`src/hdl/sqt_pkg.sv`:
```
`default_nettype none
// ----------------------------------------------------------------------------
// sqt_pkg
// Shared types, constants and the word classifier of the query tokenizer.
// ----------------------------------------------------------------------------
package sqt_pkg;

  localparam int MAX_QUERY_BYTES = 4096;
  localparam int POS_W           = 12;
  localparam int LEN_W           = 13;
  localparam int PREFIX_DEPTH    = 8;
  localparam int NUM_KW          = 12;
  localparam int KW_CHARS        = 7;

  localparam logic [POS_W-1:0] POS_MAX = POS_W'(MAX_QUERY_BYTES - 1);
  localparam logic [LEN_W-1:0] LEN_MAX = LEN_W'(MAX_QUERY_BYTES);

  typedef enum logic [3:0] {
    KIND_SELECT   = 4'd0,
    KIND_FROM     = 4'd1,
    KIND_WHERE    = 4'd2,
    KIND_AND      = 4'd3,
    KIND_OR       = 4'd4,
    KIND_BETWEEN  = 4'd5,
    KIND_OPERATOR = 4'd6,
    KIND_COLUMN   = 4'd7,
    KIND_LITERAL  = 4'd8,
    KIND_UNKNOWN  = 4'd9
  } kind_t;

  typedef logic [PREFIX_DEPTH-1:0][7:0] prefix_t;
  typedef logic [0:KW_CHARS-1][7:0]     kw_text_t;

  typedef struct packed {
    kind_t             kind;
    logic [POS_W-1:0]  start;
    logic [LEN_W-1:0]  length;
    logic              no_token;
    logic              last;
  } token_t;

  localparam logic [3:0] KW_LEN [NUM_KW] = '{
    4'd6, 4'd4, 4'd5, 4'd3, 4'd2, 4'd7, 4'd1, 4'd1, 4'd2, 4'd1, 4'd2, 4'd2
  };

  localparam kind_t KW_KIND [NUM_KW] = '{
    KIND_SELECT, KIND_FROM, KIND_WHERE, KIND_AND, KIND_OR, KIND_BETWEEN,
    KIND_OPERATOR, KIND_OPERATOR, KIND_OPERATOR, KIND_OPERATOR,
    KIND_OPERATOR, KIND_OPERATOR
  };

  localparam kw_text_t KW_TEXT [NUM_KW] = '{
    '{"S", "E", "L", "E", "C", "T", 8'h00},
    '{"F", "R", "O", "M", 8'h00, 8'h00, 8'h00},
    '{"W", "H", "E", "R", "E", 8'h00, 8'h00},
    '{"A", "N", "D", 8'h00, 8'h00, 8'h00, 8'h00},
    '{"O", "R", 8'h00, 8'h00, 8'h00, 8'h00, 8'h00},
    '{"B", "E", "T", "W", "E", "E", "N"},
    '{"=", 8'h00, 8'h00, 8'h00, 8'h00, 8'h00, 8'h00},
    '{">", 8'h00, 8'h00, 8'h00, 8'h00, 8'h00, 8'h00},
    '{">", "=", 8'h00, 8'h00, 8'h00, 8'h00, 8'h00},
    '{"<", 8'h00, 8'h00, 8'h00, 8'h00, 8'h00, 8'h00},
    '{"<", "=", 8'h00, 8'h00, 8'h00, 8'h00, 8'h00},
    '{"!", "=", 8'h00, 8'h00, 8'h00, 8'h00, 8'h00}
  };

  // keyword table first, then column, literal, unknown
  function automatic kind_t classify(prefix_t prefix, logic [LEN_W-1:0] len,
                                     logic all_wc, logic first_q,
                                     logic [7:0] last_c);
    kind_t k;
    logic  found;
    logic  same;
    k     = KIND_UNKNOWN;
    found = 1'b0;
    for (int i = 0; i < NUM_KW; i++) begin
      same = (len == LEN_W'(KW_LEN[i]));
      for (int j = 0; j < KW_CHARS; j++) begin
        if (j < int'(KW_LEN[i]) && prefix[j] != KW_TEXT[i][j]) begin
          same = 1'b0;
        end
      end
      if (same && !found) begin
        found = 1'b1;
        k     = KW_KIND[i];
      end
    end
    if (!found) begin
      if (all_wc) begin
        k = KIND_COLUMN;
      end else if (first_q && last_c == "'") begin
        k = KIND_LITERAL;
      end else begin
        k = KIND_UNKNOWN;
      end
    end
    return k;
  endfunction

endpackage
`default_nettype wire

```
`src/hdl/sqt_in_if.sv`:
```
`default_nettype none
// ----------------------------------------------------------------------------
// sqt_in_if
// Query byte channel: valid/ready with one byte and its end flag.
// ----------------------------------------------------------------------------
interface sqt_in_if;
  logic       valid;
  logic       ready;
  logic [7:0] char_code;
  logic       end_of_query;

  modport source (output valid, output char_code, output end_of_query, input ready);
  modport sink   (input valid, input char_code, input end_of_query, output ready);
endinterface
`default_nettype wire

```
`src/hdl/sqt_out_if.sv`:
```
`default_nettype none
// ----------------------------------------------------------------------------
// sqt_out_if
// Token channel: valid/ready with kind, offset, length and end flags.
// ----------------------------------------------------------------------------
interface sqt_out_if;
  logic        valid;
  logic        ready;
  logic [3:0]  token_kind;
  logic [11:0] token_start;
  logic [12:0] token_length;
  logic        no_token;
  logic        last_of_query;

  modport source (output valid, output token_kind, output token_start,
                  output token_length, output no_token, output last_of_query,
                  input ready);
  modport sink   (input valid, input token_kind, input token_start,
                  input token_length, input no_token, input last_of_query,
                  output ready);
endinterface
`default_nettype wire

```
`src/hdl/sqt_result_fifo.sv`:
```
`default_nettype none
// ----------------------------------------------------------------------------
// sqt_result_fifo
// Four-entry token queue, takes up to two tokens per cycle, gives one.
// ----------------------------------------------------------------------------
module sqt_result_fifo (
  input  wire logic            clk,
  input  wire logic            rst_n,
  input  wire logic            push_a,
  input  wire logic            push_b,
  input  wire sqt_pkg::token_t data_a,
  input  wire sqt_pkg::token_t data_b,
  output logic                 room,
  output logic                 valid,
  input  wire logic            pop,
  output sqt_pkg::token_t      data
);
  import sqt_pkg::*;

  token_t      mem_r [4];
  logic [1:0]  head_r, head_nxt;
  logic [1:0]  tail_r, tail_nxt;
  logic [2:0]  count_r, count_nxt;
  logic        do_pop;
  logic [1:0]  n_push;

  assign valid  = (count_r != 3'd0);
  assign room   = (count_r <= 3'd2);
  assign data   = mem_r[head_r];
  assign do_pop = valid && pop;
  assign n_push = {1'b0, push_a} + {1'b0, push_b};

  always_comb begin
    head_nxt  = head_r + {1'b0, do_pop};
    tail_nxt  = tail_r + n_push;
    count_nxt = count_r + {1'b0, n_push} - {2'b00, do_pop};
  end

  always_ff @(posedge clk) begin
    if (!rst_n) begin
      head_r  <= '0;
      tail_r  <= '0;
      count_r <= '0;
    end else begin
      head_r  <= head_nxt;
      tail_r  <= tail_nxt;
      count_r <= count_nxt;
    end
  end

  always_ff @(posedge clk) begin
    if (push_a) begin
      mem_r[tail_r] <= data_a;
    end
    if (push_b) begin
      mem_r[tail_r + 2'd1] <= data_b;
    end
  end

endmodule
`default_nettype wire

```
`src/hdl/sql_query_tokenizer_unit.sv`:
```
`default_nettype none
// ----------------------------------------------------------------------------
// sql_query_tokenizer_unit
// Splits a query byte stream into classified tokens.
//
// in_ch takes one query byte per request, end_of_query on the final byte.
// out_ch gives tokens: kind, start offset, length, plus no_token for a bare
// end marker and last_of_query on the final token of each query.
// A byte is handled in the cycle it is accepted; its tokens are registered in a
// four-entry result queue and are given on out_ch from its head, oldest first.
// Throughput is one byte per cycle while the bytes cause no more than one
// token per cycle on average. A byte that closes a word and is itself
// a parenthesis yields two tokens; the queue absorbs them, and in_ch.ready
// drops while fewer than two entries are free, so a receiver stall holds
// the input once three or four tokens are waiting.
// Offsets stop at 4095 and lengths at 4096 within a query.
// After reset, or after the end of a query, the position is zero and no
// word is open; after reset the queue is also empty.
// ----------------------------------------------------------------------------
module sql_query_tokenizer_unit (
  input  wire logic clk,
  input  wire logic rst_n,
  sqt_in_if.sink    in_ch,
  sqt_out_if.source out_ch
);
  import sqt_pkg::*;

  logic [POS_W-1:0] byte_pos_r, byte_pos_nxt;
  logic             in_word_r, in_word_nxt;
  logic [POS_W-1:0] word_start_r, word_start_nxt;
  logic [LEN_W-1:0] word_len_r, word_len_nxt;
  prefix_t          prefix_r, prefix_nxt;
  logic             all_wc_r, all_wc_nxt;
  logic             first_q_r, first_q_nxt;
  logic [7:0]       last_c_r, last_c_nxt;

  logic             accept;
  logic [7:0]       c;
  logic             eoq;
  logic             is_ws, is_par, is_wc, is_body, start_new;
  logic             word_emit, marker;
  logic [LEN_W-1:0] w_len;
  logic [POS_W-1:0] w_start;
  kind_t            w_kind;
  token_t           word_tok, par_tok, mark_tok, tok_a, tok_b;
  logic             push_a, push_b;
  logic             room;
  token_t           head_tok;

  assign c         = in_ch.char_code;
  assign eoq       = in_ch.end_of_query;
  assign accept    = in_ch.valid && in_ch.ready;
  assign in_ch.ready = room;

  always_comb begin
    is_ws     = c inside {8'h20, [8'h09:8'h0d]};
    is_par    = c inside {"(", ")"};
    is_wc     = c inside {["0":"9"], ["A":"Z"], ["a":"z"], "_"};
    is_body   = !is_ws && !is_par;
    start_new = is_body && !in_word_r;

    // word as it stands after this byte
    w_start     = in_word_r ? word_start_r : byte_pos_r;
    prefix_nxt  = prefix_r;
    all_wc_nxt  = all_wc_r;
    first_q_nxt = first_q_r;
    last_c_nxt  = last_c_r;
    w_len       = word_len_r;
    if (is_body) begin
      if (start_new) begin
        w_len       = LEN_W'(1);
        prefix_nxt[0] = c;
        all_wc_nxt  = is_wc;
        first_q_nxt = (c == "'");
      end else begin
        if (word_len_r < LEN_W'(PREFIX_DEPTH)) begin
          prefix_nxt[word_len_r[2:0]] = c;
        end
        if (word_len_r < LEN_MAX) begin
          w_len = word_len_r + LEN_W'(1);
        end
        all_wc_nxt = all_wc_r && is_wc;
      end
      last_c_nxt = c;
    end
    w_kind = classify(prefix_nxt, w_len, all_wc_nxt, first_q_nxt, last_c_nxt);

    word_emit = (in_word_r || is_body) && (!is_body || eoq);
    marker    = eoq && !word_emit && !is_par;

    word_tok = '{kind: w_kind, start: w_start, length: w_len,
                 no_token: 1'b0, last: 1'b0};
    par_tok  = '{kind: KIND_COLUMN, start: byte_pos_r, length: LEN_W'(1),
                 no_token: 1'b0, last: 1'b0};
    mark_tok = '{kind: KIND_SELECT, start: '0, length: '0,
                 no_token: 1'b1, last: 1'b1};

    tok_b      = par_tok;
    tok_b.last = eoq;
    if (word_emit) begin
      tok_a      = word_tok;
      tok_a.last = eoq && !is_par;
    end else if (is_par) begin
      tok_a      = par_tok;
      tok_a.last = eoq;
    end else begin
      tok_a = mark_tok;
    end
    push_a = accept && (word_emit || is_par || marker);
    push_b = accept && word_emit && is_par;

    // state update
    byte_pos_nxt   = byte_pos_r;
    in_word_nxt    = in_word_r;
    word_start_nxt = word_start_r;
    word_len_nxt   = word_len_r;
    if (accept) begin
      if (eoq) begin
        byte_pos_nxt = '0;
      end else if (byte_pos_r < POS_MAX) begin
        byte_pos_nxt = byte_pos_r + POS_W'(1);
      end
      if (word_emit) begin
        in_word_nxt    = 1'b0;
        word_start_nxt = '0;
        word_len_nxt   = '0;
      end else if (is_body) begin
        in_word_nxt    = 1'b1;
        word_start_nxt = w_start;
        word_len_nxt   = w_len;
      end
    end
  end

  always_ff @(posedge clk) begin
    if (!rst_n) begin
      byte_pos_r   <= '0;
      in_word_r    <= 1'b0;
      word_start_r <= '0;
      word_len_r   <= '0;
      all_wc_r     <= 1'b1;
      first_q_r    <= 1'b0;
      last_c_r     <= '0;
    end else begin
      byte_pos_r   <= byte_pos_nxt;
      in_word_r    <= in_word_nxt;
      word_start_r <= word_start_nxt;
      word_len_r   <= word_len_nxt;
      if (accept && word_emit) begin
        all_wc_r  <= 1'b1;
        first_q_r <= 1'b0;
        last_c_r  <= '0;
      end else if (accept) begin
        all_wc_r  <= all_wc_nxt;
        first_q_r <= first_q_nxt;
        last_c_r  <= last_c_nxt;
      end
    end
  end

  always_ff @(posedge clk) begin
    if (accept) begin
      prefix_r <= prefix_nxt;
    end
  end

  sqt_result_fifo u_fifo (
    .clk    (clk),
    .rst_n  (rst_n),
    .push_a (push_a),
    .push_b (push_b),
    .data_a (tok_a),
    .data_b (tok_b),
    .room   (room),
    .valid  (out_ch.valid),
    .pop    (out_ch.ready),
    .data   (head_tok)
  );

  assign out_ch.token_kind    = head_tok.kind;
  assign out_ch.token_start   = head_tok.start;
  assign out_ch.token_length  = head_tok.length;
  assign out_ch.no_token      = head_tok.no_token;
  assign out_ch.last_of_query = head_tok.last;

  a_marker_is_last: assert property (@(posedge clk) disable iff (!rst_n)
    out_ch.valid && out_ch.no_token |-> out_ch.last_of_query && out_ch.token_length == '0)
    else $error("end marker not last or has length");

  a_token_has_length: assert property (@(posedge clk) disable iff (!rst_n)
    out_ch.valid && !out_ch.no_token |-> out_ch.token_length != '0)
    else $error("token with zero length");

  a_query_end_clears: assert property (@(posedge clk) disable iff (!rst_n)
    accept && eoq |=> byte_pos_r == '0 && !in_word_r && word_len_r == '0)
    else $error("state not cleared after end of query");

  a_open_word_length: assert property (@(posedge clk) disable iff (!rst_n)
    in_word_r |-> word_len_r != '0)
    else $error("open word with zero length");

  a_two_tokens_need_room: assert property (@(posedge clk) disable iff (!rst_n)
    push_b |-> push_a && room)
    else $error("second token pushed without first or without room");

endmodule
`default_nettype wire

```
`src/flat_wrapper.sv`:
```
// flat-port wrapper written by rule: the top's interface ports become plain ports
module sql_query_tokenizer_unit_flat import sqt_pkg::*;
  (clk, rst_n, in_ch_valid, in_ch_char_code, in_ch_end_of_query, in_ch_ready, out_ch_valid, out_ch_token_kind, out_ch_token_start, out_ch_token_length, out_ch_no_token, out_ch_last_of_query, out_ch_ready);
  sqt_in_if in_ch_i ();
  sqt_out_if out_ch_i ();
  input  wire logic clk;
  input  wire logic rst_n;
  input wire logic [$bits(in_ch_i.valid)-1:0] in_ch_valid;
  input wire logic [$bits(in_ch_i.char_code)-1:0] in_ch_char_code;
  input wire logic [$bits(in_ch_i.end_of_query)-1:0] in_ch_end_of_query;
  output wire logic [$bits(in_ch_i.ready)-1:0] in_ch_ready;
  output wire logic [$bits(out_ch_i.valid)-1:0] out_ch_valid;
  output wire logic [$bits(out_ch_i.token_kind)-1:0] out_ch_token_kind;
  output wire logic [$bits(out_ch_i.token_start)-1:0] out_ch_token_start;
  output wire logic [$bits(out_ch_i.token_length)-1:0] out_ch_token_length;
  output wire logic [$bits(out_ch_i.no_token)-1:0] out_ch_no_token;
  output wire logic [$bits(out_ch_i.last_of_query)-1:0] out_ch_last_of_query;
  input wire logic [$bits(out_ch_i.ready)-1:0] out_ch_ready;
  assign in_ch_i.valid = in_ch_valid;
  assign in_ch_i.char_code = in_ch_char_code;
  assign in_ch_i.end_of_query = in_ch_end_of_query;
  assign in_ch_ready = in_ch_i.ready;
  assign out_ch_valid = out_ch_i.valid;
  assign out_ch_token_kind = out_ch_i.token_kind;
  assign out_ch_token_start = out_ch_i.token_start;
  assign out_ch_token_length = out_ch_i.token_length;
  assign out_ch_no_token = out_ch_i.no_token;
  assign out_ch_last_of_query = out_ch_i.last_of_query;
  assign out_ch_i.ready = out_ch_ready;
  sql_query_tokenizer_unit u_core (.clk(clk), .rst_n(rst_n), .in_ch(in_ch_i), .out_ch(out_ch_i));
endmodule
```
`config.mk`:
```
export PLATFORM = sky130hd
export DESIGN_NAME = sql_query_tokenizer_unit_flat
export DESIGN_NICKNAME = d
export VERILOG_FILES = /design/src/hdl/sqt_pkg.sv /design/src/hdl/sqt_in_if.sv /design/src/hdl/sqt_out_if.sv /design/src/hdl/sqt_result_fifo.sv /design/src/hdl/sql_query_tokenizer_unit.sv /design/src/flat_wrapper.sv
export SDC_FILE = /design/constraint.sdc
export NUM_CORES = 1
export LEC_CHECK = 0
export ABC_CLOCK_PERIOD_IN_PS = 5000
export BUFFER_PORTS_ARGS = -buffer_cell sky130_fd_sc_hd__buf_2
export CAP_MARGIN = 20
export CORE_MARGIN = 1.5
export CORE_UTILIZATION = 37
export DETAILED_ROUTE_END_ITERATION = 6
export HOLD_SLACK_MARGIN = 0.02
export SLEW_MARGIN = 20
export SYNTH_ARGS = -nofsm -noshare
export SYNTH_HDL_FRONTEND = slang
export SYNTH_HIERARCHICAL = 1
export SYNTH_SLANG_ARGS = --single-unit
```
`constraint.sdc`:
```
create_clock -name clk -period 5 [get_ports clk]
set_clock_uncertainty 0.2 [all_clocks]
set_input_delay 0.5 -clock clk [delete_from_list [all_inputs] [get_ports clk]]
set_output_delay 0.5 -clock clk [all_outputs]
set_load 0.02 [all_outputs]
```
Word-level counts from Yosys, hierarchy flattened
Memories as Yosys holds them, arrays and structs flattened. A register that Yosys moved wholly into a read port is not among the register bits.
Index checks and enable logic that the tools add are counted.
{"block": "op_classes", "n_addsub": 8, "order_cmp": 14, "eq_ne": 42, "n_mux": 94, "n_bitwise": 2, "reduce_logical": 59}
{"operator": "8-bit by 7-bit inequality test with 1-bit output, second input constant", "count": 24}
{"operator": "56-bit two-way mux", "count": 2}
{"operator": "13-bit two-way mux", "count": 5}
{"operator": "64-bit bitwise mux", "count": 1}
{"operator": "12-bit two-way mux", "count": 5}
{"operator": "1-bit two-way mux", "count": 59}
{"operator": "4-bit two-way mux", "count": 14}
{"operator": "13-bit by 3-bit == test with 1-bit output, second input constant", "count": 4}
{"operator": "48-bit two-way mux", "count": 1}
{"operator": "8-bit by 6-bit == test with 1-bit output, second input constant", "count": 5}
{"operator": "8-bit by 6-bit inequality test with 1-bit output, second input constant", "count": 5}
{"operator": "31-bit two-way mux", "count": 1}
{"operator": "30-bit two-way mux", "count": 1}
{"operator": "1-bit logical AND", "count": 29}
{"operator": "13-bit by 2-bit == test with 1-bit output, second input constant", "count": 2}
{"operator": "8-bit demux with 3-bit select", "count": 1}
{"operator": "8-bit two-way mux", "count": 3}
{"operator": "8-bit by 7-bit greater-or-equal comparator with 1-bit output, second input constant", "count": 2}
{"operator": "8-bit by 7-bit less-or-equal comparator with 1-bit output, second input constant", "count": 2}
{"operator": "1-bit logical NOT", "count": 16}
{"operator": "13-bit by 1-bit adder with 13-bit output, second input constant", "count": 1}
{"operator": "13-bit by 1-bit == test with 1-bit output, second input constant", "count": 1}
{"operator": "13-bit less-than comparator, second input constant", "count": 1}
{"operator": "13-bit by 4-bit less-than comparator with 1-bit output, second input constant", "count": 1}
{"operator": "25 further kinds", "count": 33}
{"block": "word_totals", "reg_bits": 119, "ram_bits": 124, "input_bits": 13, "out_inout_bits": 33, "wordCells": 238, "memories": 1}
{"name": "u_core.u_fifo.mem_r", "words": 4, "word_bits": 31, "read_ports": 1, "rd_ports_with_merged_regs": 1, "wr": 2, "line": "sqt_result_fifo.sv:20", "text": "token_t mem_r [4];"}

Longest topological paths before layout
Gate-level depths: netlist (run 1).
{"block": "depth", "ltp_word": 51, "depth_mapped": 19, "ltp_nobuf": 15}

Modules after synthesis
The synthesis (run 1) kept the hierarchy.
{"mod": "sql_query_tokenizer_unit", "n_inst": 1, "cells_each": 762, "area_per_inst_um2": 6760.2, "seq_area_each_um2": 2642.5}
{"mod": "sqt_result_fifo", "n_inst": 1, "cells_each": 341, "area_per_inst_um2": 6347.3, "seq_area_each_um2": 3863.7}

Worst setup path after synthesis (run 1)
No wires, ideal clock.
{"block": "synth_path", "path_kind": "input to register", "from": "input port in_ch_char_code[3]", "to": "memory u_core/u_fifo/mem_r[0][0] (netlist bit), enable pin", "setup_ps": 462, "t_arrival_ps": 4691, "required_ps": 4338, "slack_ps": -353, "path_stages": 10, "n_path_buf": 3, "path_cell_list": "clkbuf_1 -> nor4bb_1 -> nand2_1 -> o21ai_0 -> buf_2 -> buf_2 -> nand2_1 -> a31oi_1 -> nand2b_1 -> o21ai_0"}
{"element": "from (decl)", "line": "flat_wrapper.sv:9", "text": "input wire logic [$bits(in_ch_i.char_code)-1:0] in_ch_char_code;"}
{"element": "to (decl)", "line": "sqt_result_fifo.sv:20"}

==> impl_metrics.toml, run 1 <==
[clock_network]
root_buffer = "clkbuf_16"
clkTransAtPathRegs_ps = 70
insertion_delay_ps = 550
cts_sinks = 235
h-tree-depth = 1
ctsLongestPathBuffers = 3
tritoncts = "yes"
hold_buffers = 0
cts_buffers = 28

[synth]
synth_cells = 1103
ys_ff_latch = 235
yosys.area.top_type = "edfxtp_1"
synthTopCellsByArea = "edfxtp_1, mux2_2, dfxtp_1, mux4_2, nand2_1"
avgSynthCellArea_sq_um = 11.88
synth_seq_area_share = 0.4964
yosysMostFrequentCell = "edfxtp_1"
synth_top_area_share = 0.4124
yosys_warnings = 6
netlist_area_sq_um = 13110
synthTopCellsByCount = "edfxtp_1, mux2_2, nand2_1, nor2_1, dfxtp_1"
synth_edf_count = 180
yosysUniqueCellTypes = 78
ys_async_sr_fraction = 0
synth_ff_type = "edfxtp_1"

[critical_path]
cp-end-kind = "flip-flop"
critPathArrivalTime_ps = 4800
cp-start-kind = "flip-flop"
reg2reg_depth = 11
critical_path_required_ps = 5070
crit_chain = "nand4b_1 -> or3_1 -> a2111oi_0 -> buf_4 -> o2111ai_1 -> a22oi_1 -> o21ai_0 -> nor4_1 -> nor3_1 -> and3_1 -> mux2_2"
cp_num_cells = 11
crit_path_top_delay_cell = "dfxtp_1"
crit_fanout = 17
slowest_delay_ps = 660
critPathTopFamily = "simple AND/OR/NAND/NOR gates"
critical_path_buf_inv_count = 1
crit_type = "reg2reg"

[pwr]
ir_worst_vdd_v = 0.0002458
total_power_mw = 5.519
power_density_nw_per_um2 = 362.8
leakage_nw = 5.517

[timing]
slew_viol_final = 0
slew_headroom = 0.3186
totalNegativeSetupSlack_ps = 0
hold_violations = 0
rsz0062_at_grt = "no"
finalWorstSetupSlack_ps = 279.5
fmax_mhz = 211.8
worst_pin_slew_ps = 1018
hold_slack_ps = 210.6
fin_crit_sh = 0.9441
setup-violations-final = 0
min_period_ps = 4721

[finish]
layoutNonFillerInstCount = 1700
area_growth_pct = 16.07
drive_gt1_frac = 0.2811
multi_input_area_sq_um = 6494
fill_cells = 3209
nets = 1246
ff_latch_area_sq_um = 6507
n_antenna_cell = 0

[global_route]
grt_max_degree = 65
antenna_found_initial = 0
groute.usage.overall = 0.1912
use_met3 = 0.02075
grt_pass1_vias = 9199
grt_use_met2 = 0.3102
grt_busiest_layer = "met2"
grt_pass1_wl_mm = 54.04
grt_use_met1 = 0.2698
gr-total-overflow = 0

[place]
dp_slack_ps = 288.3
post-place-cells = 1648
dpl.hpwl_mm = 23.61
io_buffers = 45
gp_congestion = 1.004

[drt]
wire_per_inst_um = 20.51
wl_mm = 34.86
viasPerCell = 5.549
drt-pass1-iter-count = 5
drc = 0
drt_iter0_drc = 730
detail-route-antenna-nets = 0
vias = 9433

[die]
die_w_um = 191.2
die_y_um = 191.2
coreArea_sq_um = 34710
io_pins = 46
start_util = 0.3776
rows = 68
die-area_sq_um = 36560

[flow_run]
drv_cap = 0

[worst_hold_path]
holdPathStages = 3
hold_path_class = "in2reg"

[outcome]
run_status = "finished, final reports clean"
[worst reg2reg max path: stages (launching register included)]
cell	delay [ps]
dfxtp_1	660
nand4b_1	360
or3_1	520
a2111oi_0	570
buf_4	240
o2111ai_1	110
a22oi_1	450
o21ai_0	200
nor4_1	440
nor3_1	140
and3_1	260
mux2_2	290
[cell usage in the layout, fill, tap and decap left out, drive strengths merged, types with 13 or more instances in the layout]
cell,synthesis,final
a22oi,26,26
clkbuf,47,35
nor2b,41,41
mux2,159,159
nand4,18,18
mux2i,23,23
conb,2,72
nand3,19,19
nand2,86,86
edfxtp,180,180
inv,27,29
nor3,28,28
dfxtp,55,55
or3,13,13
a22o,14,14
mux4,31,31
nor2,63,63
a21oi,28,28
buf,27,95
and2,14,14
o21ai,39,39
[registers in the layout (all words and copies together) (netlist names)]
register,count
u_core/u_fifo/head_r,2
u_core/last_c_r,8
u_core/word_start_r,12
u_core/u_fifo/tail_r,2
u_core/u_fifo/count_r,3
u_core/u_fifo/mem_r,124
u_core/byte_pos_r,12
u_core/in_word_r,1
u_core/prefix_r,56
u_core/word_len_r,13
u_core/all_wc_r,1
u_core/first_q_r,1
[routing by layer]
layer	share of wire	vias up	wire, um
li1	-	4389	-
met1	0.46	4664	15980
met2	0.46	316	16130
met3	0.054	64	1896
met4	0.024	0	846
met5	0	-	0
[timing repair]
item | in CTS | in global routing
resized for setup | 0 | 1
hold endpoints to repair | 0 | 0
endpoints found under the setup margin | 0 | 15
setup buffers | 0 | 0
[cell families after synthesis]
group	after synthesis	share of synthesized area
flip-flops	235	0.4964
other	2	0.0005730
XOR/XNOR	14	0.01145
buffers and inverters	101	0.03246
multiplexers	213	0.2077
AND/OR/NAND/NOR	358	0.1477
AO/OA/AOI/OAI	171	0.09460
adder cells (fa/ha/maj)	9	0.009164
[power by group]
part	internal, mW	switching, mW	total, mW
logic	0.436	0.640	1.08
clock network	1.21	0.813	2.02
registers	2.29	0.124	2.42
total	3.94	1.58	5.52
[layout make-up]
class                   count  share of cell area
flip-flops and latches    235              0.4277
multi-input cells         837              0.4268
repair buffers             95             0.04161
well taps                 455             0.03742
inverters                  27            0.006661
clock inverters            16             0.01061
clock buffers              35             0.04918
[worst paths after layout]
| check | from | end | slack [ps] |
|---|---|---|---|
| max | u_core/word_len_r[0]$_SDFFE_PN0P_ | u_core/u_fifo/mem_r[2][30]$_DFFE_PP_ | 280 |
| min | in_ch_char_code[5] | u_core/last_c_r[5]$_SDFFE_PP0P_ | 210 |
| max reg2reg | u_core/word_len_r[0]$_SDFFE_PN0P_ | u_core/u_fifo/mem_r[2][30]$_DFFE_PP_ | 280 |
| min reg2reg | u_core/last_c_r[1]$_SDFFE_PP0P_ | u_core/last_c_r[1]$_SDFFE_PP0P_ | 260 |
[through the flow]
step	instance area [sq um]	util
finish	15210	0.4383
global route	15210	0.4383
CTS	15190	0.4377
detailed placement	14280	0.4115
global placement	14280	0.4115
floorplan	13380	-
Power figures use the tool's default switching activity.
==> inputs of run 2 (changes only) <==
Settings changed: CORE_ASPECT_RATIO set to 0.8, GPL_TIMING_DRIVEN set to 0.
==> run 2 against run 1 <==
Against the previous run: final cell count increased by 2.6%; register-to-register slack got worse by 60 ps; global-route usage increased by 0.89 points; first-iteration DRC count increased by 45%; total power about the same; die area about the same; hold slack got worse by 120 ps; worst setup slack got worse by 58 ps; flip-flop and latch count unchanged; cell area increased by 0.58%; non-clock buffer count increased by 27; via count increased by 2.3%; critical endpoint is now u_core/u_fifo/mem_r[2][27]$_DFFE_PP_; largest cell class is now multi-input gates.
==> impl_metrics.toml, run 2 (synthesis gave the netlist of run 1 again) <==
[outcome]
run_status = "finished, final reports clean"

[worst_hold_path]
hold_path_class = "in2reg"

[critical_path]
critical_path_buf_inv_count = 2
crit_path_top_delay_cell = "or4b_2"
cp-end-kind = "flip-flop"
critical_path_required_ps = 5230
cp-start-kind = "flip-flop"
crit_chain = "buf_2 -> nor4_1 -> nand4_1 -> a2111oi_4 -> nand2_2 -> buf_6 -> mux2_2 -> or4b_2 -> nor4_2 -> o21ai_1 -> nand2_1 -> mux2i_1 -> mux2_2"
crit_fanout = 10
crit_type = "reg2reg"
crit_path_frequent_cell = "mux2_2"
critPathArrivalTime_ps = 5010
slowest_delay_ps = 670
critPathTopFamily = "simple AND/OR/NAND/NOR gates"

[finish]
area_growth_pct = 16.74
fill_cells = 3297
fin_util = 0.4397
top_regs = "u_core/u_fifo/mem_r x124, u_core/prefix_r x56, u_core/word_len_r x13"
top_register = "u_core/u_fifo/mem_r"
final_common_cell = "edfxtp_1"
layout_common_cells = "edfxtp_1, mux2_2, nand2_1"
nets = 1272
largest_register_ffs = 124
drive_gt1_frac = 0.2683

[timing]
fin_crit_sh = 0.9557
finalWorstSetupSlack_ps = 221.6
setup-violations-final = 0
hold_slack_ps = 88.12
hold_violations = 0
slew_viol_final = 0
rsz0062_at_grt = "no"
fmax_mhz = 209.3
worst_pin_slew_ps = 886.6
slew_headroom = 0.4014
min_period_ps = 4778

[drt]
drc = 0
drt_iter0_drc = 1061
wire_per_inst_um = 20.50
wl_mm = 35.75
viasPerCell = 5.533
detail-route-antenna-nets = 0
drt-pass1-iter-count = 6
vias = 9650

[place]
dp_slack_ps = -1247
dpl.hpwl_mm = 24.87
io_buffers = 40
gp_congestion = 0.9566

[global_route]
gr-total-overflow = 0
groute.usage.overall = 0.2000
grt_pass1_wl_mm = 56.40
grt_max_degree = 66
antenna_found_initial = 0
grt_pass1_vias = 9559

[die]
die-area_sq_um = 36570
coreArea_sq_um = 34800
die_w_um = 213.4
die_y_um = 171.3
start_util = 0.3766
io_pins = 46
rows = 61

[clock_network]
insertion_delay_ps = 560
cts_sinks = 235
hold_buffers = 0
ctsLongestPathBuffers = 3
root_buffer = "clkbuf_16"
cts_buffers = 27
h-tree-depth = 1
clkTransAtPathRegs_ps = 60
tritoncts = "yes"

[pwr]
ir_worst_vdd_v = 0.0002571
total_power_mw = 5.524
leakage_nw = 5.509
power_density_nw_per_um2 = 361.0

[flow_run]
drv_cap = 0
[run 2: report_power, final]
group          switching [mW]  leakage (nW)  internal (mW)
Sequential             0.0921          2.14           2.29
Combinational           0.690          2.93          0.434
Clock                   0.837         0.447           1.18
[run 2: final cells by class]
cell class                      instances  area (sq um)  area share
Antenna cell                            1         2.502   0.0001635
Clock buffer                           40         807.0     0.05274
Tap cell                              472         590.6     0.03859
Clock inverter                         10         101.3    0.006623
Inverter                               27         103.9    0.006787
Sequential cell                       235          6506      0.4252
Timing Repair Buffer                   48         335.3     0.02191
Multi-Input combinational cell        837          6524      0.4263
Buffer                                 74         331.6     0.02167
[run 2: worst paths after layout]
path	slack, ps	cells after the start	to	from
setup reg to reg	220	13	u_core/u_fifo/mem_r[2][27]$_DFFE_PP_	u_core/word_len_r[7]$_SDFFE_PN0P_
setup / recovery	220	13	u_core/u_fifo/mem_r[2][27]$_DFFE_PP_	u_core/word_len_r[7]$_SDFFE_PN0P_
hold / removal	90	2	u_core/u_fifo/tail_r[1]$_SDFF_PN0_	rst_n
hold reg to reg	260	2	u_core/last_c_r[1]$_SDFFE_PP0P_	u_core/last_c_r[1]$_SDFFE_PP0P_
[run 2: metrics by stage]
stage,cell area [sq um],std cells,setup TNS [ps]
finish,15300,1744,0
global route,15300,1743,0
CTS,15270,1741,0
detailed placement,14330,1691,-215000
global placement,14170,1685,-467910
floorplan,13380,1173,-21870
[run 2: routing by layer]
layer,up-vias,routed length [um],global-route usage
met1,4783,17180,0.2969
met5,-,0,0
li1,4458,-,-
met4,0,720,0.04470
met3,48,2351,0.03305
met2,361,15500,0.3043
[run 2: timing repair]
action / 4_1_cts / 5_1_grt
endpoints found under the setup margin: 249 / 73
hold endpoints to repair: 0 / 0
pin swaps: 1 / 1
setup buffers: 0 / 2
gates resized for setup: 9 / 10
[run 2: worst register-to-register path: stages, from the launching register on]
cell       delay (ps)
dfxtp_1           300
buf_2             180
nor4_1            570
nand4_1           280
a2111oi_4         570
nand2_2           170
buf_6             180
mux2_2            300
or4b_2            670
nor4_2            250
o21ai_1           200
nand2_1           120
mux2i_1           440
mux2_2            250
